**src/rtl/atd_pkg.sv**
```systemverilog
`timescale 1ns / 1ps
// atd_pkg: shared constants, codes and controller/datapath types for the
// adaptive transient detector. No dependencies.

package atd_pkg;

  // Defaults handed to the top-level parameters
  localparam int SAMPLE_BITS_DEF = 16;
  localparam int RUN_BITS_DEF    = 8;

  // Variance estimate, unsigned Q18.16
  localparam int                VAR_W     = 34;
  localparam logic [VAR_W-1:0]  VAR_FLOOR = 34'd7;
  localparam logic [VAR_W-1:0]  VAR_MAX   = {VAR_W{1'b1}};
  localparam int                FRAC_W    = 16;

  // Shared multiplier and accumulator. Sample widths top out at 24 bits,
  // so the largest sum (1311 * dev^2 with 48-bit dev^2) stays below 2^60.
  localparam int MUL_W      = 24;
  localparam int PROD_W     = 2 * MUL_W;
  localparam int ACC_W      = 60;
  localparam int VAR_SPLIT  = 17;
  localparam int DEV2_SPLIT = MUL_W;

  // Exponential average weights (old, new) over 2^16
  localparam logic [15:0] W_OLD = 16'd64225;
  localparam logic [15:0] W_NEW = 16'd1311;

  // Configuration registers
  localparam int CFG_W     = 16;
  localparam int CFG_IDX_W = 2;
  localparam int THR_W     = 16;
  localparam int KS_W      = 12;
  localparam int REQ_W     = 8;

  localparam logic [THR_W-1:0] THR_RST = 16'd256;
  localparam logic [KS_W-1:0]  KS_RST  = 12'd768;
  localparam logic [REQ_W-1:0] REQ_RST = 8'd1;

  typedef enum logic [CFG_IDX_W-1:0] {
    CFG_THR_FLOOR     = 2'd0,
    CFG_K_SIGMA       = 2'd1,
    CFG_REQUIRED_RUN  = 2'd2
  } cfg_idx_t;

  // Product issued to the shared multiplier; it also tags what the
  // datapath does with that product in the cycle after.
  typedef enum logic [3:0] {
    MUL_NONE    = 4'd0,
    MUL_SQR     = 4'd1,
    MUL_KSQ     = 4'd2,
    MUL_BND_LO  = 4'd3,
    MUL_BND_HI  = 4'd4,
    MUL_UPD_VLO = 4'd5,
    MUL_UPD_VHI = 4'd6,
    MUL_UPD_DLO = 4'd7,
    MUL_UPD_DHI = 4'd8
  } mul_op_t;

  typedef struct packed {
    logic    accept;
    mul_op_t mul_op;
    logic    seed;
    logic    judge;
    logic    var_update;
    logic    clear_run;
    logic    load_out;
  } ctrl_cmd_t;

  typedef struct packed {
    logic is_clear;
    logic exceed;
  } dp_status_t;

endpackage

```
**src/rtl/atd_sample_if.sv**
```systemverilog
`timescale 1ns / 1ps
// atd_sample_if: input channel of the transient detector (valid/ready plus
// one sample or clear word). Depends on atd_pkg.

interface atd_sample_if #(
  parameter int SAMPLE_BITS = atd_pkg::SAMPLE_BITS_DEF
);
  logic                          valid;
  logic                          ready;
  logic                          kind;
  logic signed [SAMPLE_BITS-1:0] instant_value;
  logic signed [SAMPLE_BITS-1:0] average_value;

  modport source (output valid, kind, instant_value, average_value, input ready);
  modport sink   (input valid, kind, instant_value, average_value, output ready);
endinterface

```
**src/rtl/atd_result_if.sv**
```systemverilog
`timescale 1ns / 1ps
// atd_result_if: result channel of the transient detector (valid/ready,
// detection flag and variance). Depends on atd_pkg.

interface atd_result_if;
  logic                        valid;
  logic                        ready;
  logic                        detected;
  logic [atd_pkg::VAR_W-1:0]   variance_now;

  modport source (output valid, detected, variance_now, input ready);
  modport sink   (input valid, detected, variance_now, output ready);
endinterface

```
**src/rtl/atd_ctrl.sv**
```systemverilog
`timescale 1ns / 1ps
// atd_ctrl: sequencer for the detector. Steps the shared multiplier through
// one word and owns the handshakes. Depends on atd_pkg.

module atd_ctrl (
  input  logic                clk,
  input  logic                rst,
  input  logic                in_valid,
  output logic                in_ready,
  output logic                out_valid,
  input  logic                out_ready,
  input  atd_pkg::dp_status_t status,
  output atd_pkg::ctrl_cmd_t  cmd
);

  typedef enum logic [14:0] {
    S_IDLE      = 15'h0001,
    S_SQR       = 15'h0002,
    S_KSQ       = 15'h0004,
    S_SEED      = 15'h0008,
    S_BND_LO    = 15'h0010,
    S_BND_HI    = 15'h0020,
    S_BND_WAIT  = 15'h0040,
    S_JUDGE     = 15'h0080,
    S_UPD_VLO   = 15'h0100,
    S_UPD_VHI   = 15'h0200,
    S_UPD_DLO   = 15'h0400,
    S_UPD_DHI   = 15'h0800,
    S_UPD_WAIT  = 15'h1000,
    S_UPD_END   = 15'h2000,
    S_DONE      = 15'h4000
  } state_t;

  state_t state;
  state_t state_next;
  logic   out_free;

  assign out_free = !out_valid || out_ready;
  assign in_ready = (state == S_IDLE);

  always_comb begin
    state_next = state;
    cmd        = '0;
    cmd.mul_op = atd_pkg::MUL_NONE;
    unique case (state)
      S_IDLE: begin
        if (in_valid) begin
          cmd.accept = 1'b1;
          state_next = S_SQR;
        end
      end
      S_SQR: begin
        if (status.is_clear) begin
          cmd.clear_run = 1'b1;
          state_next    = S_DONE;
        end else begin
          cmd.mul_op = atd_pkg::MUL_SQR;
          state_next = S_KSQ;
        end
      end
      S_KSQ: begin
        cmd.mul_op = atd_pkg::MUL_KSQ;
        state_next = S_SEED;
      end
      S_SEED: begin
        cmd.seed   = 1'b1;
        state_next = S_BND_LO;
      end
      S_BND_LO: begin
        cmd.mul_op = atd_pkg::MUL_BND_LO;
        state_next = S_BND_HI;
      end
      S_BND_HI: begin
        cmd.mul_op = atd_pkg::MUL_BND_HI;
        state_next = S_BND_WAIT;
      end
      S_BND_WAIT: begin
        state_next = S_JUDGE;
      end
      S_JUDGE: begin
        cmd.judge  = 1'b1;
        state_next = status.exceed ? S_DONE : S_UPD_VLO;
      end
      S_UPD_VLO: begin
        cmd.mul_op = atd_pkg::MUL_UPD_VLO;
        state_next = S_UPD_VHI;
      end
      S_UPD_VHI: begin
        cmd.mul_op = atd_pkg::MUL_UPD_VHI;
        state_next = S_UPD_DLO;
      end
      S_UPD_DLO: begin
        cmd.mul_op = atd_pkg::MUL_UPD_DLO;
        state_next = S_UPD_DHI;
      end
      S_UPD_DHI: begin
        cmd.mul_op = atd_pkg::MUL_UPD_DHI;
        state_next = S_UPD_WAIT;
      end
      S_UPD_WAIT: begin
        state_next = S_UPD_END;
      end
      S_UPD_END: begin
        cmd.var_update = 1'b1;
        state_next     = S_DONE;
      end
      S_DONE: begin
        if (out_free) begin
          cmd.load_out = 1'b1;
          state_next   = S_IDLE;
        end
      end
      default: begin
        state_next = S_IDLE;
      end
    endcase
  end

  always_ff @(posedge clk) begin
    if (rst) begin
      state     <= S_IDLE;
      out_valid <= 1'b0;
    end else begin
      state <= state_next;
      if (cmd.load_out) begin
        out_valid <= 1'b1;
      end else if (out_ready) begin
        out_valid <= 1'b0;
      end
    end
  end

endmodule

```
**src/rtl/atd_datapath.sv**
```systemverilog
`timescale 1ns / 1ps
// atd_datapath: config registers, deviation, shared 24x24 multiplier with
// accumulator, variance and run state, result register. Depends on atd_pkg.

module atd_datapath #(
  parameter int SAMPLE_BITS = atd_pkg::SAMPLE_BITS_DEF,
  parameter int RUN_BITS    = atd_pkg::RUN_BITS_DEF
) (
  input  logic                                 clk,
  input  logic                                 rst,
  input  atd_pkg::ctrl_cmd_t                   cmd,
  output atd_pkg::dp_status_t                  status,
  input  logic                                 cfg_write,
  input  logic [atd_pkg::CFG_IDX_W-1:0]        cfg_index,
  input  logic [atd_pkg::CFG_W-1:0]            cfg_data,
  input  logic                                 in_kind,
  input  logic signed [SAMPLE_BITS-1:0]        in_instant,
  input  logic signed [SAMPLE_BITS-1:0]        in_average,
  output logic                                 res_detected,
  output logic [atd_pkg::VAR_W-1:0]            res_variance
);

  localparam int DIFF_W = SAMPLE_BITS + 1;
  localparam int DEV2_W = 2 * SAMPLE_BITS;
  localparam int K2_W   = 2 * atd_pkg::KS_W;
  localparam int CMP_W  = (RUN_BITS > atd_pkg::REQ_W) ? RUN_BITS : atd_pkg::REQ_W;
  localparam int MAGC_W = (SAMPLE_BITS > atd_pkg::THR_W) ? SAMPLE_BITS : atd_pkg::THR_W;

  // config
  logic [atd_pkg::THR_W-1:0] thr_floor;
  logic [atd_pkg::KS_W-1:0]  k_sigma;
  logic [atd_pkg::REQ_W-1:0] required_run;

  // word state
  logic                      kind;
  logic [SAMPLE_BITS-1:0]    mag;
  logic [DEV2_W-1:0]         dev2;
  logic [K2_W-1:0]           k2;
  logic                      detected;

  // persistent state
  logic [atd_pkg::VAR_W-1:0] variance;
  logic                      primed;
  logic [RUN_BITS-1:0]       run_count;

  // multiplier and accumulator
  logic [atd_pkg::MUL_W-1:0]  op_a;
  logic [atd_pkg::MUL_W-1:0]  op_b;
  logic [atd_pkg::PROD_W-1:0] prod;
  atd_pkg::mul_op_t           pend_op;
  logic [atd_pkg::ACC_W-1:0]  acc;
  logic [atd_pkg::ACC_W-1:0]  prod_ext;
  logic [atd_pkg::ACC_W-1:0]  prod_sh;
  logic [atd_pkg::ACC_W-1:0]  bound;
  logic [atd_pkg::ACC_W-1:0]  seed_sum;
  logic [atd_pkg::PROD_W-1:0] dev2_ext;

  logic signed [DIFF_W-1:0]   diff;
  logic [DIFF_W-1:0]          diff_abs;
  logic [RUN_BITS-1:0]        run_inc;
  logic                       exceed;

  function automatic logic [atd_pkg::VAR_W-1:0] var_sat(input logic [atd_pkg::ACC_W-1:0] v);
    if (v > atd_pkg::ACC_W'(atd_pkg::VAR_MAX)) begin
      return atd_pkg::VAR_MAX;
    end
    return v[atd_pkg::VAR_W-1:0];
  endfunction

  // |instant - average| fits SAMPLE_BITS unsigned
  assign diff     = DIFF_W'(in_instant) - DIFF_W'(in_average);
  assign diff_abs = diff[DIFF_W-1] ? DIFF_W'(-diff) : DIFF_W'(diff);

  assign dev2_ext = atd_pkg::PROD_W'(dev2);
  assign prod_ext = atd_pkg::ACC_W'(prod);
  assign bound    = acc >> atd_pkg::FRAC_W;
  assign seed_sum = atd_pkg::ACC_W'(dev2) + atd_pkg::ACC_W'(atd_pkg::VAR_FLOOR);

  // mag over thr_floor, and dev^2 against floor(k^2 * var / 2^16): exact, as dev^2 is whole
  assign exceed = (MAGC_W'(mag) > MAGC_W'(thr_floor)) &&
                  (atd_pkg::ACC_W'(dev2) > bound);

  assign run_inc = (run_count == {RUN_BITS{1'b1}}) ? run_count
                                                   : RUN_BITS'(run_count + 1'b1);

  assign status.is_clear = kind;
  assign status.exceed   = exceed;

  // operand select
  always_comb begin
    unique case (cmd.mul_op)
      atd_pkg::MUL_SQR: begin
        op_a = atd_pkg::MUL_W'(mag);
        op_b = atd_pkg::MUL_W'(mag);
      end
      atd_pkg::MUL_KSQ: begin
        op_a = atd_pkg::MUL_W'(k_sigma);
        op_b = atd_pkg::MUL_W'(k_sigma);
      end
      atd_pkg::MUL_BND_LO: begin
        op_a = atd_pkg::MUL_W'(k2);
        op_b = atd_pkg::MUL_W'(variance[atd_pkg::VAR_SPLIT-1:0]);
      end
      atd_pkg::MUL_BND_HI: begin
        op_a = atd_pkg::MUL_W'(k2);
        op_b = atd_pkg::MUL_W'(variance[atd_pkg::VAR_W-1:atd_pkg::VAR_SPLIT]);
      end
      atd_pkg::MUL_UPD_VLO: begin
        op_a = atd_pkg::MUL_W'(atd_pkg::W_OLD);
        op_b = atd_pkg::MUL_W'(variance[atd_pkg::VAR_SPLIT-1:0]);
      end
      atd_pkg::MUL_UPD_VHI: begin
        op_a = atd_pkg::MUL_W'(atd_pkg::W_OLD);
        op_b = atd_pkg::MUL_W'(variance[atd_pkg::VAR_W-1:atd_pkg::VAR_SPLIT]);
      end
      atd_pkg::MUL_UPD_DLO: begin
        op_a = atd_pkg::MUL_W'(atd_pkg::W_NEW);
        op_b = dev2_ext[atd_pkg::DEV2_SPLIT-1:0];
      end
      atd_pkg::MUL_UPD_DHI: begin
        op_a = atd_pkg::MUL_W'(atd_pkg::W_NEW);
        op_b = dev2_ext[atd_pkg::PROD_W-1:atd_pkg::DEV2_SPLIT];
      end
      default: begin
        op_a = '0;
        op_b = '0;
      end
    endcase
  end

  // align the registered product for the accumulator
  always_comb begin
    unique case (pend_op)
      atd_pkg::MUL_BND_HI,
      atd_pkg::MUL_UPD_VHI: prod_sh = prod_ext << atd_pkg::VAR_SPLIT;
      atd_pkg::MUL_UPD_DHI: prod_sh = prod_ext << atd_pkg::DEV2_SPLIT;
      default:              prod_sh = prod_ext;
    endcase
  end

  // multiplier, product register and its follow-up
  always_ff @(posedge clk) begin
    prod <= op_a * op_b;
    unique case (pend_op)
      atd_pkg::MUL_SQR:     dev2 <= DEV2_W'(prod);
      atd_pkg::MUL_KSQ:     k2   <= K2_W'(prod);
      atd_pkg::MUL_BND_LO,
      atd_pkg::MUL_UPD_VLO: acc  <= prod_sh;
      atd_pkg::MUL_BND_HI,
      atd_pkg::MUL_UPD_VHI,
      atd_pkg::MUL_UPD_DLO,
      atd_pkg::MUL_UPD_DHI: acc  <= acc + prod_sh;
      default: begin
      end
    endcase
  end

  always_ff @(posedge clk) begin
    if (rst) begin
      pend_op <= atd_pkg::MUL_NONE;
    end else begin
      pend_op <= cmd.mul_op;
    end
  end

  // config registers
  always_ff @(posedge clk) begin
    if (rst) begin
      thr_floor     <= atd_pkg::THR_RST;
      k_sigma       <= atd_pkg::KS_RST;
      required_run  <= atd_pkg::REQ_RST;
    end else if (cfg_write) begin
      unique case (atd_pkg::cfg_idx_t'(cfg_index))
        atd_pkg::CFG_THR_FLOOR:     thr_floor     <= cfg_data[atd_pkg::THR_W-1:0];
        atd_pkg::CFG_K_SIGMA:       k_sigma       <= cfg_data[atd_pkg::KS_W-1:0];
        atd_pkg::CFG_REQUIRED_RUN: begin
          // zero means one
          if (cfg_data[atd_pkg::REQ_W-1:0] == '0) begin
            required_run <= atd_pkg::REQ_RST;
          end else begin
            required_run <= cfg_data[atd_pkg::REQ_W-1:0];
          end
        end
        default: begin
        end
      endcase
    end
  end

  // word capture
  always_ff @(posedge clk) begin
    if (cmd.accept) begin
      kind     <= in_kind;
      mag      <= diff_abs[SAMPLE_BITS-1:0];
      detected <= 1'b0;
    end else if (cmd.judge && exceed &&
                 (CMP_W'(run_inc) >= CMP_W'(required_run))) begin
      detected <= 1'b1;
    end
  end

  // variance, priming and run
  always_ff @(posedge clk) begin
    if (rst) begin
      variance  <= atd_pkg::VAR_FLOOR;
      primed    <= 1'b0;
      run_count <= '0;
    end else begin
      if (cmd.seed && !primed) begin
        variance <= var_sat(seed_sum);
        primed   <= 1'b1;
      end else if (cmd.var_update) begin
        variance <= var_sat(bound);
      end
      if (cmd.clear_run) begin
        run_count <= '0;
      end else if (cmd.judge) begin
        if (exceed && (CMP_W'(run_inc) < CMP_W'(required_run))) begin
          run_count <= run_inc;
        end else begin
          run_count <= '0;
        end
      end
    end
  end

  // result register
  always_ff @(posedge clk) begin
    if (cmd.load_out) begin
      res_detected <= detected;
      res_variance <= variance;
    end
  end

endmodule

```
**src/rtl/adaptive_transient_detector_core.sv**
```systemverilog
`timescale 1ns / 1ps
// adaptive_transient_detector_core: top level of the k-sigma transient
// detector. Depends on atd_pkg, atd_sample_if, atd_result_if, atd_ctrl and atd_datapath.
//
//   channel   dir   handshake      word
//   -------   ---   ------------   --------------------------------------------
//   sample    in    valid/ready    kind, instant_value, average_value (Q8.8)
//   result    out   valid/ready    detected, variance_now (Q18.16)
//   cfg       in    cfg_write      cfg_index, cfg_data (no read-back)
//
// One word in flight: the next word is accepted only after the last result
// is loaded into the output register. The single 24x24 multiplier works
// through up to eight products in turn (dev^2, k^2, two for the bound, four
// for the variance update); a clear word needs none of them.
// Synchronous reset restores the config defaults, zeroes the run, sets the
// variance to its floor and marks it unseeded. A result waiting in the output
// register does not block acceptance; only the next finished word waits for
// it to be taken.

module adaptive_transient_detector_core #(
  parameter int SAMPLE_BITS = atd_pkg::SAMPLE_BITS_DEF,
  parameter int RUN_BITS    = atd_pkg::RUN_BITS_DEF
) (
  input  logic                          clk,
  input  logic                          rst,
  atd_sample_if.sink                    sample,
  atd_result_if.source                  result,
  input  logic                          cfg_write,
  input  logic [atd_pkg::CFG_IDX_W-1:0] cfg_index,
  input  logic [atd_pkg::CFG_W-1:0]     cfg_data
);

  // controller <-> datapath
  atd_pkg::ctrl_cmd_t  cmd;
  atd_pkg::dp_status_t status;

  // Sequencer: owns both handshakes and steps the multiplier.
  atd_ctrl u_ctrl (
    .clk       (clk),
    .rst       (rst),
    .in_valid  (sample.valid),
    .in_ready  (sample.ready),
    .out_valid (result.valid),
    .out_ready (result.ready),
    .status    (status),
    .cmd       (cmd)
  );

  // Arithmetic, state and the result register.
  atd_datapath #(
    .SAMPLE_BITS (SAMPLE_BITS),
    .RUN_BITS    (RUN_BITS)
  ) u_datapath (
    .clk          (clk),
    .rst          (rst),
    .cmd          (cmd),
    .status       (status),
    .cfg_write    (cfg_write),
    .cfg_index    (cfg_index),
    .cfg_data     (cfg_data),
    .in_kind      (sample.kind),
    .in_instant   (sample.instant_value),
    .in_average   (sample.average_value),
    .res_detected (result.detected),
    .res_variance (result.variance_now)
  );

endmodule
```
**src/flat_wrapper.sv**
```systemverilog
// flat-port wrapper written by rule: the top's interface ports become plain ports
module adaptive_transient_detector_core_flat 
#(
  parameter int SAMPLE_BITS = atd_pkg::SAMPLE_BITS_DEF,
  parameter int RUN_BITS    = atd_pkg::RUN_BITS_DEF
)
  (clk, rst, cfg_write, cfg_index, cfg_data, sample_valid, sample_kind, sample_instant_value, sample_average_value, sample_ready, result_valid, result_detected, result_variance_now, result_ready);
  atd_sample_if #(.SAMPLE_BITS(SAMPLE_BITS)) sample_i ();
  atd_result_if result_i ();
  input  logic clk;
  input  logic rst;
  input  logic cfg_write;
  input  logic [atd_pkg::CFG_IDX_W-1:0] cfg_index;
  input  logic [atd_pkg::CFG_W-1:0] cfg_data;
  input wire logic [$bits(sample_i.valid)-1:0] sample_valid;
  input wire logic [$bits(sample_i.kind)-1:0] sample_kind;
  input wire logic [$bits(sample_i.instant_value)-1:0] sample_instant_value;
  input wire logic [$bits(sample_i.average_value)-1:0] sample_average_value;
  output wire logic [$bits(sample_i.ready)-1:0] sample_ready;
  output wire logic [$bits(result_i.valid)-1:0] result_valid;
  output wire logic [$bits(result_i.detected)-1:0] result_detected;
  output wire logic [$bits(result_i.variance_now)-1:0] result_variance_now;
  input wire logic [$bits(result_i.ready)-1:0] result_ready;
  assign sample_i.valid = sample_valid;
  assign sample_i.kind = sample_kind;
  assign sample_i.instant_value = sample_instant_value;
  assign sample_i.average_value = sample_average_value;
  assign sample_ready = sample_i.ready;
  assign result_valid = result_i.valid;
  assign result_detected = result_i.detected;
  assign result_variance_now = result_i.variance_now;
  assign result_i.ready = result_ready;
  adaptive_transient_detector_core #(.SAMPLE_BITS(SAMPLE_BITS), .RUN_BITS(RUN_BITS)) u_core (.clk(clk), .rst(rst), .sample(sample_i), .result(result_i), .cfg_write(cfg_write), .cfg_index(cfg_index), .cfg_data(cfg_data));
endmodule
```
**config.mk**
```make
export PLATFORM = sky130hd
export DESIGN_NAME = adaptive_transient_detector_core_flat
export DESIGN_NICKNAME = d
export VERILOG_FILES = /design/src/rtl/atd_pkg.sv /design/src/rtl/atd_sample_if.sv /design/src/rtl/atd_result_if.sv /design/src/rtl/atd_ctrl.sv /design/src/rtl/atd_datapath.sv /design/src/rtl/adaptive_transient_detector_core.sv /design/src/flat_wrapper.sv
export SDC_FILE = /design/constraint.sdc
export NUM_CORES = 2
export LEC_CHECK = 0
export BUFFER_PORTS_ARGS = -buffer_cell sky130_fd_sc_hd__buf_4
export CAP_MARGIN = 30
export CORE_MARGIN = 4
export CORE_UTILIZATION = 50
export CTS_CLUSTER_DIAMETER = 40
export DETAILED_ROUTE_END_ITERATION = 10
export PLACE_DENSITY = 0.66
export SLEW_MARGIN = 10
export SYNTH_ARGS = -nofsm -noshare
export SYNTH_HDL_FRONTEND = slang
export SYNTH_HIERARCHICAL = 1
export SYNTH_SLANG_ARGS = --single-unit
```
**constraint.sdc**
```tcl
create_clock -name clk -period 15 [get_ports clk]
set_input_delay 2.25 -clock clk [delete_from_list [all_inputs] [get_ports clk]]
set_output_delay 2.25 -clock clk [all_outputs]
set_load 0.01 [all_outputs]
```
==> metrics.yaml <==
status: "finished clean"
yosys.area_share.simple_pct: 16.01
cp_slowest_cell: "nand3_1"
die_w_um: 280.7
arrival_ns: 11.53
cts_resized: 0
htree_levels: 2
drv_slew: 0
worstHoldStart: "u_core/u_datapath/thr_floor[7]"
wl_per_cell_um: 21.12
cts-root-buf: "clkbuf_16"
cp-start-kind: "register"
cts_tree: "done"
synth-seq-cells: 316
design_area_mm2: 0.04091
postCtsHoldBufs: 0
die_h_um: 280.7
synth_cell_type_count: 82
final_common_cell: "inv_1"
max_cap_violations: 0
dieArea_mm2: 0.07881
grt_pass1_vias: 29960
hold_viol: 0
hold_class: "register to register"
min_to: "u_core/u_datapath/thr_floor[7]"
regToRegSetupSlack_ns: 3.91
postRouteAntennaNets: 0
syn-instance-count: 4186
layout_min_cycle_time_ns: 11.09
track_usage_pct: 28.53
synth_top_family_by_area: "adder cells"
setup_viol: 0
yosysTopAreaCell: "fa_1"
synth_mux_area_share_pct: 0.4710
setup.worst_path.class: "register to register"
synth-edff-count: 168
syn_avg_cell_area_um2: 8.885
rr_startpoint: "u_core/u_ctrl/state[0]"
max_slew_margin_pct: 31.29
r2r_cells: 29
layout-drive-gt1-share_pct: 6.573
place_area_mm2: 0.03934
crit_top_cell: "fa_1"
yosys.area_share.xor_xnor_pct: 3.744
max_stage_delay_ns: 0.84
setup_tns_ns: 0
core_mm2: 0.07333
numPortBuffers: 92
vdd_drop_max_uv: 144.3
clock-sinks: 316
start_util_pct: 50.72
num_vias: 30380
drt-total-wl_um: 112200
fillers: 6764
leakagePower_nw: 19.33
ys_warn_count: 6
antenna_found_initial: 7
r2r-end: "u_core/u_datapath/prod[40]"
gp_congestion: 1.017
grt_pass1_wl_um: 172700
ys_top_cells_by_area: "fa_1, edfxtp_1, ha_1, dfxtp_1, inv_1"
tightest_slew_ns: 1.031
dp_hpwl_um: 87490
grt_overflow: 0
async_flop_share_pct: 0
cts_made_buffers: 42
routed_via_density: 5.720
synth_compound_area_share_pct: 12.50
insertion_delay_ns: 0.56
drt_iter0_markers: 2755
drt_pass1_iterations: 8
synth_fa_ha_area_share_pct: 36.41
cp-end-kind: "register"
final_nets: 5167
fin_crit_sh_pct: 73.92
max_freq_mhz: 90.19
syn_to_final_growth_pct: 10.01
syn_area_mm2: 0.03719
netlist.area_leader.share_pct: 26.05
multi_input_area_mm2: 0.02624
synthFlopType: "edfxtp_1"
whs_path_depth: 2
p_per_area_mw_per_mm2: 95.55
grt_start_max_net_pins: 79
cp_max_fo: 16
ys_seq_area_share_pct: 21.53
seq_area_mm2: 0.008008
clk_pin_slew_ns: 0.06
cts_setup_buffers: 0
rsz0062_at_grt: "no"
drc: 0
io_pins: 93
required_ns: 15.44
final_cell_mix: "inv_1, nand2_1, fa_1"
clock_skew_ns: 0.02922
clk_path_buf_depth: 3
rows: 99
[per-stage QoR]
stage	util [%]	setup WS (ns)	power (mW)	cells	hold slack, ns
after floorplan	-	5.146	2.436	4303	0.4088
after global placement	53.54	3.945	2.822	5217	0.4417
after detailed placement	53.65	3.872	2.809	5225	0.4485
after CTS	55.64	3.794	3.868	5301	0.4573
after global routing	55.79	3.350	4.212	5310	0.4683
final	55.79	3.912	3.909	5312	0.4584
[cell usage after synthesis, types with 24 or more instances]
cell / count
nand4_1: 57
nor3_1: 32
a21o_1: 85
a31oi_1: 32
a21oi_1: 212
nand3_1: 76
a22oi_1: 31
fa_1: 484
edfxtp_1: 168
dfxtp_1: 148
inv_1: 727
a2111oi_0: 29
clkbuf_1: 178
nor2_1: 222
o21ai_0: 115
and2_1: 67
xor2_1: 66
nor2b_1: 40
nand2_1: 602
and3_1: 64
o21a_1: 24
xnor2_1: 93
ha_1: 308
[worst max path at each step]
stage                           start                    endpoint
4_1_cts        u_core/u_ctrl/state[0]  u_core/u_datapath/prod[40]
3_3_place_gp   u_core/u_ctrl/state[4]  u_core/u_datapath/prod[40]
3_5_place_dp   u_core/u_ctrl/state[4]  u_core/u_datapath/prod[40]
5_1_grt        u_core/u_ctrl/state[0]  u_core/u_datapath/prod[40]
6_report       u_core/u_ctrl/state[0]  u_core/u_datapath/prod[40]
2_1_floorplan  u_core/u_ctrl/state[0]  u_core/u_datapath/prod[40]
[routing by layer]
metal | wire (µm) | share of wire (%) | GRT usage [%] | vias up
li1 | - | - | - | 13910
met1 | 46030 | 41 | 38.83 | 14950
met2 | 50820 | 45 | 45.44 | 1270
met3 | 10820 | 9.6 | 6.180 | 257
met4 | 4511 | 4.0 | 9.914 | 2
met5 | 13 | 0.012 | 0 | -
[cell type report]
type	instances	share of cell area (%)
multi-input combinational	3070	64.13
sequential	316	19.57
tap	959	2.933
clock buffer	56	3.077
timing repair buffer	162	3.113
clock inverter	20	0.4954
antenna	2	0.01223
inverter	727	6.670
[critical path: cells and delay by family, from the launching register on]
family	cells	cell delay (ns)
simple gates	11	4.76
fa+ha+maj	8	3.88
compound gates	4	1.26
buf+inv	5	0.45
flops	1	0.40
xor+xnor	1	0.18
[power breakdown]
group | switching (mW) | total [mW] | internal [mW]
registers | 0.0704 | 1.06 | 0.985
logic | 1.05 | 1.81 | 0.765
clock network | 0.423 | 1.04 | 0.619
total | 1.54 | 3.91 | 2.37
[cell families (layout without fill, tap and decap cells)]
group,Yosys count,after routing
multiplexers,17,17
AO/OA/AOI/OAI,702,702
AND/OR/NAND/NOR,1281,1281
XOR/XNOR,159,159
flip-flops,316,316
other,2,121
buffers and inverters,917,965
adder cells (fa/ha/maj),792,792
[registers in the layout (all words and copies together), names as in the netlist, 16 cells and up]
| name | flops |
|---|---|
| u_core/u_datapath/acc | 60 |
| u_core/u_datapath/prod | 48 |
| u_core/u_datapath/k2 | 24 |
| u_core/u_datapath/variance | 34 |
| u_core/u_datapath/dev2 | 32 |
| u_core/u_datapath/mag | 16 |
| u_core/u_datapath/thr_floor | 16 |
| u_core/u_datapath/res_variance | 34 |
No activity file was read; power rests on OpenSTA's default activity.
